File: config.mk
export PLATFORM = sky130hd
export DESIGN_NAME = prince_block_encrypt_core
export DESIGN_NICKNAME = d
export VERILOG_FILES = /design/src/rtl/core/prince_enc_pkg.sv /design/src/rtl/core/prince_block_encrypt_core.sv
export VERILOG_INCLUDE_DIRS = /design/src /design/src/rtl/core
export SDC_FILE = /design/constraint.sdc
export NUM_CORES = 2
export LEC_CHECK = 0
export BUFFER_PORTS_ARGS = -buffer_cell sky130_fd_sc_hd__buf_2
export CORE_UTILIZATION = 26
export CTS_CLUSTER_DIAMETER = 200
export DETAILED_ROUTE_END_ITERATION = 7
export SYNTH_ARGS = -nofsm -noshare
export SYNTH_HDL_FRONTEND = slang
export SYNTH_SLANG_ARGS = --single-unit
export TNS_END_PERCENT = 1
File: constraint.sdc
create_clock -name clk -period 2.9 [get_ports clk]
set_input_delay 0.435 -clock clk [delete_from_list [all_inputs] [get_ports clk]]
set_output_delay 0.435 -clock clk [all_outputs]
set_load 0.05 [all_outputs]
File: src/rtl/core/prince_block_encrypt_core_macros.svh
// Assertion macros for the PRINCE encryption core.
// Needs a clock named clk and a synchronous reset named rst in the including scope.
`ifndef PRINCE_BLOCK_ENCRYPT_CORE_MACROS_SVH
`define PRINCE_BLOCK_ENCRYPT_CORE_MACROS_SVH

// Same-cycle implication, disabled while in reset
`define PENC_ASSERT_IMP(label, ante, cons, msg) \
  label: assert property (@(posedge clk) disable iff (rst) (ante) |-> (cons)) \
    else $error(msg);

// Next-cycle implication, disabled while in reset
`define PENC_ASSERT_NXT(label, ante, cons, msg) \
  label: assert property (@(posedge clk) disable iff (rst) (ante) |=> (cons)) \
    else $error(msg);

`endif

File: src/rtl/core/prince_enc_pkg.sv
// Constants and layer functions for the PRINCE-64/128 encryption core.
// Self-contained; imported by prince_block_encrypt_core.
package prince_enc_pkg;

  localparam int NumStages = 12;

  // Configuration register indexes
  localparam logic [1:0] RegWhiteningKey = 2'd0;
  localparam logic [1:0] RegCoreKey      = 2'd1;

  localparam logic [3:0] SboxFwd [16] = '{
    4'hB, 4'hF, 4'h3, 4'h2, 4'hA, 4'hC, 4'h9, 4'h1,
    4'h6, 4'h7, 4'h8, 4'h0, 4'hE, 4'h5, 4'hD, 4'h4
  };

  localparam logic [3:0] SboxInv [16] = '{
    4'hB, 4'h7, 4'h3, 4'h2, 4'hF, 4'hD, 4'h8, 4'h9,
    4'hA, 4'h6, 4'h4, 4'h0, 4'h5, 4'hE, 4'hC, 4'h1
  };

  localparam logic [63:0] RoundConst [12] = '{
    64'h0000000000000000, 64'h13198a2e03707344,
    64'ha4093822299f31d0, 64'h082efa98ec4e6c89,
    64'h452821e638d01377, 64'hbe5466cf34e90c6c,
    64'h7ef84f78fd955cb1, 64'h85840851f1ac43aa,
    64'hc882d32f25323c54, 64'h64a51195e0e3610d,
    64'hd3b5a399ca0c2399, 64'hc0ac29b7c97c50dd
  };

  // Output nibble i takes input nibble ShiftSrc[i]; nibble 0 is bits 63..60
  localparam int ShiftSrc [16] = '{0, 5, 10, 15, 4, 9, 14, 3, 8, 13, 2, 7, 12, 1, 6, 11};

  localparam logic [3:0] DiagMask [4] = '{4'h7, 4'hB, 4'hD, 4'hE};

  function automatic logic [63:0] sub_fwd(input logic [63:0] x);
    logic [63:0] r;
    r = '0;
    for (int k = 0; k < 16; k++) begin
      r[60-4*k +: 4] = SboxFwd[x[60-4*k +: 4]];
    end
    return r;
  endfunction

  function automatic logic [63:0] sub_inv(input logic [63:0] x);
    logic [63:0] r;
    r = '0;
    for (int k = 0; k < 16; k++) begin
      r[60-4*k +: 4] = SboxInv[x[60-4*k +: 4]];
    end
    return r;
  endfunction

  // M' = diag(M0^, M1^, M1^, M0^) over 16-bit chunks, top chunk first
  function automatic logic [63:0] m_prime(input logic [63:0] x);
    logic [63:0] r;
    logic [3:0]  acc;
    int          s;
    r = '0;
    for (int c = 0; c < 4; c++) begin
      s = (c == 0 || c == 3) ? 0 : 1;
      for (int row = 0; row < 4; row++) begin
        acc = '0;
        for (int j = 0; j < 4; j++) begin
          acc ^= DiagMask[2'(row + j + s)] & x[60-4*(4*c+j) +: 4];
        end
        r[60-4*(4*c+row) +: 4] = acc;
      end
    end
    return r;
  endfunction

  function automatic logic [63:0] shift_rows(input logic [63:0] x);
    logic [63:0] r;
    r = '0;
    for (int i = 0; i < 16; i++) begin
      r[60-4*i +: 4] = x[60-4*ShiftSrc[i] +: 4];
    end
    return r;
  endfunction

  function automatic logic [63:0] shift_rows_inv(input logic [63:0] x);
    logic [63:0] r;
    r = '0;
    for (int i = 0; i < 16; i++) begin
      r[60-4*ShiftSrc[i] +: 4] = x[60-4*i +: 4];
    end
    return r;
  endfunction

endpackage

File: src/rtl/core/prince_block_encrypt_core.sv
// PRINCE-64/128 encryption core: twelve-stage round pipeline plus output register.
// Depends on prince_enc_pkg and prince_block_encrypt_core_macros.svh.
//
// Usage:
//   Command channel: a block is taken at each rising edge with start high and busy
//   low. busy is held low, so a new plaintext beat can be issued every cycle.
//   Result channel: done pulses for one cycle with ciphertext alongside; the
//   receiver must take it in that cycle, there is no back-pressure.
//   Pipeline: an accepted block passes through the stage registers and then the
//   output register, where done rises with ciphertext (one round per stage:
//   pre-whitening, five forward rounds, middle layer, five inverse rounds, with
//   the last key add and post-whitening ahead of the output register).
//   Throughput: one block per cycle, set by the one-round-per-stage split.
//   Config channel: cfg_valid/cfg_ready (ready held high), cfg_index 0 writes
//   whitening_key (k0), 1 writes core_key (k1); other indexes are dropped.
//   Keys feed all stages but stage 6 live, so write them only with the pipe empty.
//   Reset: rst (synchronous) clears both keys and all stage valid bits; blocks
//   in flight are discarded and no done pulse follows.
`include "prince_block_encrypt_core_macros.svh"

module prince_block_encrypt_core
  import prince_enc_pkg::*;
(
  input  logic        clk,
  input  logic        rst,
  input  logic        start,
  output logic        busy,
  input  logic [63:0] plaintext,
  output logic        done,
  output logic [63:0] ciphertext,
  input  logic        cfg_valid,
  output logic        cfg_ready,
  input  logic [1:0]  cfg_index,
  input  logic [63:0] cfg_data
);

  logic [63:0] whitening_key;
  logic [63:0] core_key;
  logic [63:0] k0_prime;

  logic [63:0]          stage      [NumStages];
  logic [63:0]          stage_next [NumStages];
  logic [NumStages-1:0] valid;
  logic                 accept;
  logic [63:0]          ciphertext_next;

  assign busy      = 1'b0;
  assign cfg_ready = 1'b1;
  assign accept    = start && !busy;

  always_ff @(posedge clk) begin
    if (rst) begin
      whitening_key <= '0;
      core_key      <= '0;
    end else if (cfg_valid && cfg_ready) begin
      unique case (cfg_index)
        RegWhiteningKey: whitening_key <= cfg_data;
        RegCoreKey:      core_key      <= cfg_data;
        default: ;
      endcase
    end
  end

  assign k0_prime = {whitening_key[0], whitening_key[63:1]} ^ {63'b0, whitening_key[63]};

  always_comb begin
    stage_next[0] = plaintext ^ whitening_key ^ core_key ^ RoundConst[0];
    for (int i = 1; i <= 5; i++) begin
      stage_next[i] = shift_rows(m_prime(sub_fwd(stage[i-1]))) ^ core_key ^ RoundConst[i];
    end
    stage_next[6] = sub_inv(m_prime(sub_fwd(stage[5])));
    // inverse rounds use RC6..RC10
    for (int i = 7; i < NumStages; i++) begin
      stage_next[i] = sub_inv(m_prime(shift_rows_inv(stage[i-1] ^ core_key ^ RoundConst[i-1])));
    end
    ciphertext_next = stage[NumStages-1] ^ core_key ^ RoundConst[11] ^ k0_prime;
  end

  // datapath: no reset needed
  always_ff @(posedge clk) begin
    for (int i = 0; i < NumStages; i++) begin
      stage[i] <= stage_next[i];
    end
    ciphertext <= ciphertext_next;
  end

  always_ff @(posedge clk) begin
    if (rst) begin
      valid <= '0;
      done  <= 1'b0;
    end else begin
      valid <= {valid[NumStages-2:0], accept};
      done  <= valid[NumStages-1];
    end
  end

  `PENC_ASSERT_IMP(a_latency, accept, ##13 done, "accepted beat not done at the 13th edge")
  `PENC_ASSERT_IMP(a_no_spurious, done, $past(accept, 13), "done without a beat 13 edges earlier")
  `PENC_ASSERT_NXT(a_cfg_taken, cfg_valid && cfg_index == RegCoreKey, core_key == $past(cfg_data), "core key write lost")

endmodule
==> impl_results.md <==
- Final core utilization: a little under a third
- Total core area: ~230000 sq um
- CP cell instances: inv_1 > ha_1 > mux4_2 > xnor2_1 > inv_1 > ha_1 > or3_1 > o311ai_0
- YS warnings: 0
- Die Y: a little under 500 um
- Layout Nets: 7689
- Post-CTS sizing: 0
- HP Class: in2reg
- Gate count after technology mapping: 6323
- Sequential fraction of the synthesis area: between 30% and 40%
- Global route overflow: 0
- RSZ-0062 raised after global routing: false
- Max Cap Violations: 0
- GR Util All Layers: ~17%
- Post-Synth Simple-Gate Area: approximately 7.4%
- Ys flop type: dfxtp_1
- Die Wd: 484 um
- Commonest non-fill, non-tap cell in the layout: xnor2_1
- First-pass GRT wire length: a little under 300 mm
- DRT Pass-1 Iters: 5
- Max Slew Vio Count: 0
- Clk slew on worst S/H paths: approximately 0.06 ns
- IO Count: 201
- Fin. Hold Viols: 0
- Wirelength per Cell: 21.1 um
- CTS Buf Count: about 110
- Most frequent cells in the layout: xnor2_1 (1016), dfxtp_1 (972), ha_1 (814), inv_1 (639), nand2_1 (501)
- Tmin final: ~2.7 ns
- ANT nets after route: 0
- Mapped Area: a little over 60000 sq um
- Final wirelength: 208 mm
- Root Buffer: clkbuf_16
- Multi-input logic area: approximately 38000 sq um
- FF+latch count, synth: between 900 and 1k
- Critical path's slowest cell: mux4_2
- Required @ worst endpoint: ~3.6 ns
- Worst Hold Margin: 0.0309 ns
- Count of input and output buffers: 198
- Slew headroom: 23.0%
- Total number of vias: ~46k
- Outcome: complete, no violations
- Setup WS pre-CTS: 0.296 ns
- Die area: 235000 sq um
- Setup Skew: 0.102 ns
- Least-Margin Pin Slew: ~1.1 ns
- Clock sink count: around 1000
- Drt drc: 0
- Post-synth EDFFs: 0
- Async set-reset flop share out of synthesis: 0%
- CTS Buffer Depth: 3
- Skew-Pair Late Insertion Delay: 0.80 ns
- Initial antenna violation count: 24
- Starting Density: a little over a quarter
- Largest family of logic cells by synthesized area: XOR/XNOR gates
- CP Class: reg2reg
- Synth Area in Compound Gates: between 10% and 20%
- Post-CTS setup buffers: 0
- FF+latch area: about 19000 sq um
- Final setup fails: 0
- Synthesized Nets: just over 7k
- Critical path data arrival time: 3.34 ns
- Max Fanout on Critical Path: 9
- Yosys cell types: 61
- Post-synthesis mux area share: about 7.1%
- Vias/cell: ~4.7
- Num rows: ~180
- CTS tree: built
- DP Wirelength: about 170 mm
- Crit share post-route: 91.9%
- Drt initial violations: between 3k and 4k
- Highest clock rate: 375 MHz
- Fillers: between 20k and 25k
- Synth Area in XOR/XNOR: approximately 20%
- Number of global-route vias before repair: between 40k and 50k
- Crit start category: flop
- Crit. End Element: flop
- Largest net degree at the start of global routing: 65
- Layout area overhead: 17.3%
- CP max stage delay: ~0.53 ns
- Final TNS setup: 0 ns
- Slack of the critical path: between 0.2 and 0.25 ns
- Avg Synthesized Cell Area: roughly 9.6 sq um
- Global placement routability congestion: between 0.9 and 1
- Adder-cell share of the synthesized area: between 10% and 20%
- H-tree depth: 3
- Share of cells above drive strength 1: 11.2%
-- per-stage QoR --
stage	std cells	area, sq um
finish	9861	71000
global route	9857	70900
CTS	9854	70900
detailed placement	9545	65900
global placement	9545	65900
floorplan	6323	60500
-- logic make-up (layout without fill, tap and decap cells) --
family,Yosys count,in the layout
XOR/XNOR,1357,1357
AO/OA/AOI/OAI,1066,1066
AND/OR/NAND/NOR,1027,1027
flip-flops,973,973
buffers and inverters,822,1327
adder cells (fa/ha/maj),814,814
multiplexers,262,262
other,2,9
-- worst max-delay path, delay by kind of cell, from the launching register on --
| kind | cells | cell delay (ns) |
|---|---|---|
| buffers and inverters | 2 | 0.23 |
| AOI/OAI and AO/OA | 1 | 0.10 |
| muxes | 1 | 0.53 |
| adders and majority gates | 2 | 0.51 |
| xor gates and xnor gates | 1 | 0.30 |
| DFF | 1 | 0.51 |
| and+or+nand+nor | 1 | 0.37 |
-- sequential cells by signal, indices dropped and copies added (netlist names) --
register,cells
stage,768
valid,12
ciphertext,64
whitening_key,64
core_key,64
done,1
-- per-layer routing --
layer,track usage [%],vias to the layer above,part of all wire (%)
li1,-,21800,-
met1,21.8,22400,42
met2,27.9,1507,45
met3,2.52,425,6.2
met4,9.74,12,6.3
met5,0,-,0.032
-- path summary, 6_finish.rpt --
kind / from / to / slack, ns / cells after the start
setup / recovery: stage[1][69] / stage[1][128] / 0.23 / 8
hold / removal: plaintext[15] / stage[0][15] / 0.03 / 3
setup reg to reg: stage[1][69] / stage[1][128] / 0.23 / 8
hold reg to reg: valid[9] / valid[10] / 0.43 / 1
-- cell usage after synthesis (18+ instances only) --
cell,instances,area (sq um)
nand3_1,90,450
mux4_2,133,3000
a31o_2,26,228
a221oi_1,74,648
a21oi_1,295,1480
nor3_1,168,841
o21ai_0,355,1780
buf_2,82,410
ha_1,814,10200
xor2_1,321,2810
nand2_1,501,1880
xnor2_1,1016,8900
a211oi_1,62,465
o211ai_1,22,165
nor2b_1,28,175
clkbuf_1,74,278
dfxtp_1,973,19500
a21o_1,57,428
inv_1,639,2400
a31oi_1,26,163
nor2_1,178,668
mux2i_1,126,1260
o21a_1,18,135
o31ai_1,23,173
o311ai_0,19,166
-- what timing repair did --
action,in CTS,in global routing
endpoints found under the hold margin,167,0
hold buffers,111,0
endpoints found under the setup margin,0,0
-- final cells by class --
| class | instances | area share, % |
|---|---|---|
| diodes | 7 | 0.0247 |
| inverters | 640 | 3.39 |
| clock inverters | 62 | 1.25 |
| flip-flops and latches | 973 | 27.5 |
| multi-input cells | 4528 | 53.2 |
| well taps | 3026 | 5.34 |
| repair buffers | 489 | 5.07 |
| clock buffers | 136 | 4.26 |
Power is not shown: default switching activity piles up to over one toggle a cycle in this logic, so the estimate is an artifact.
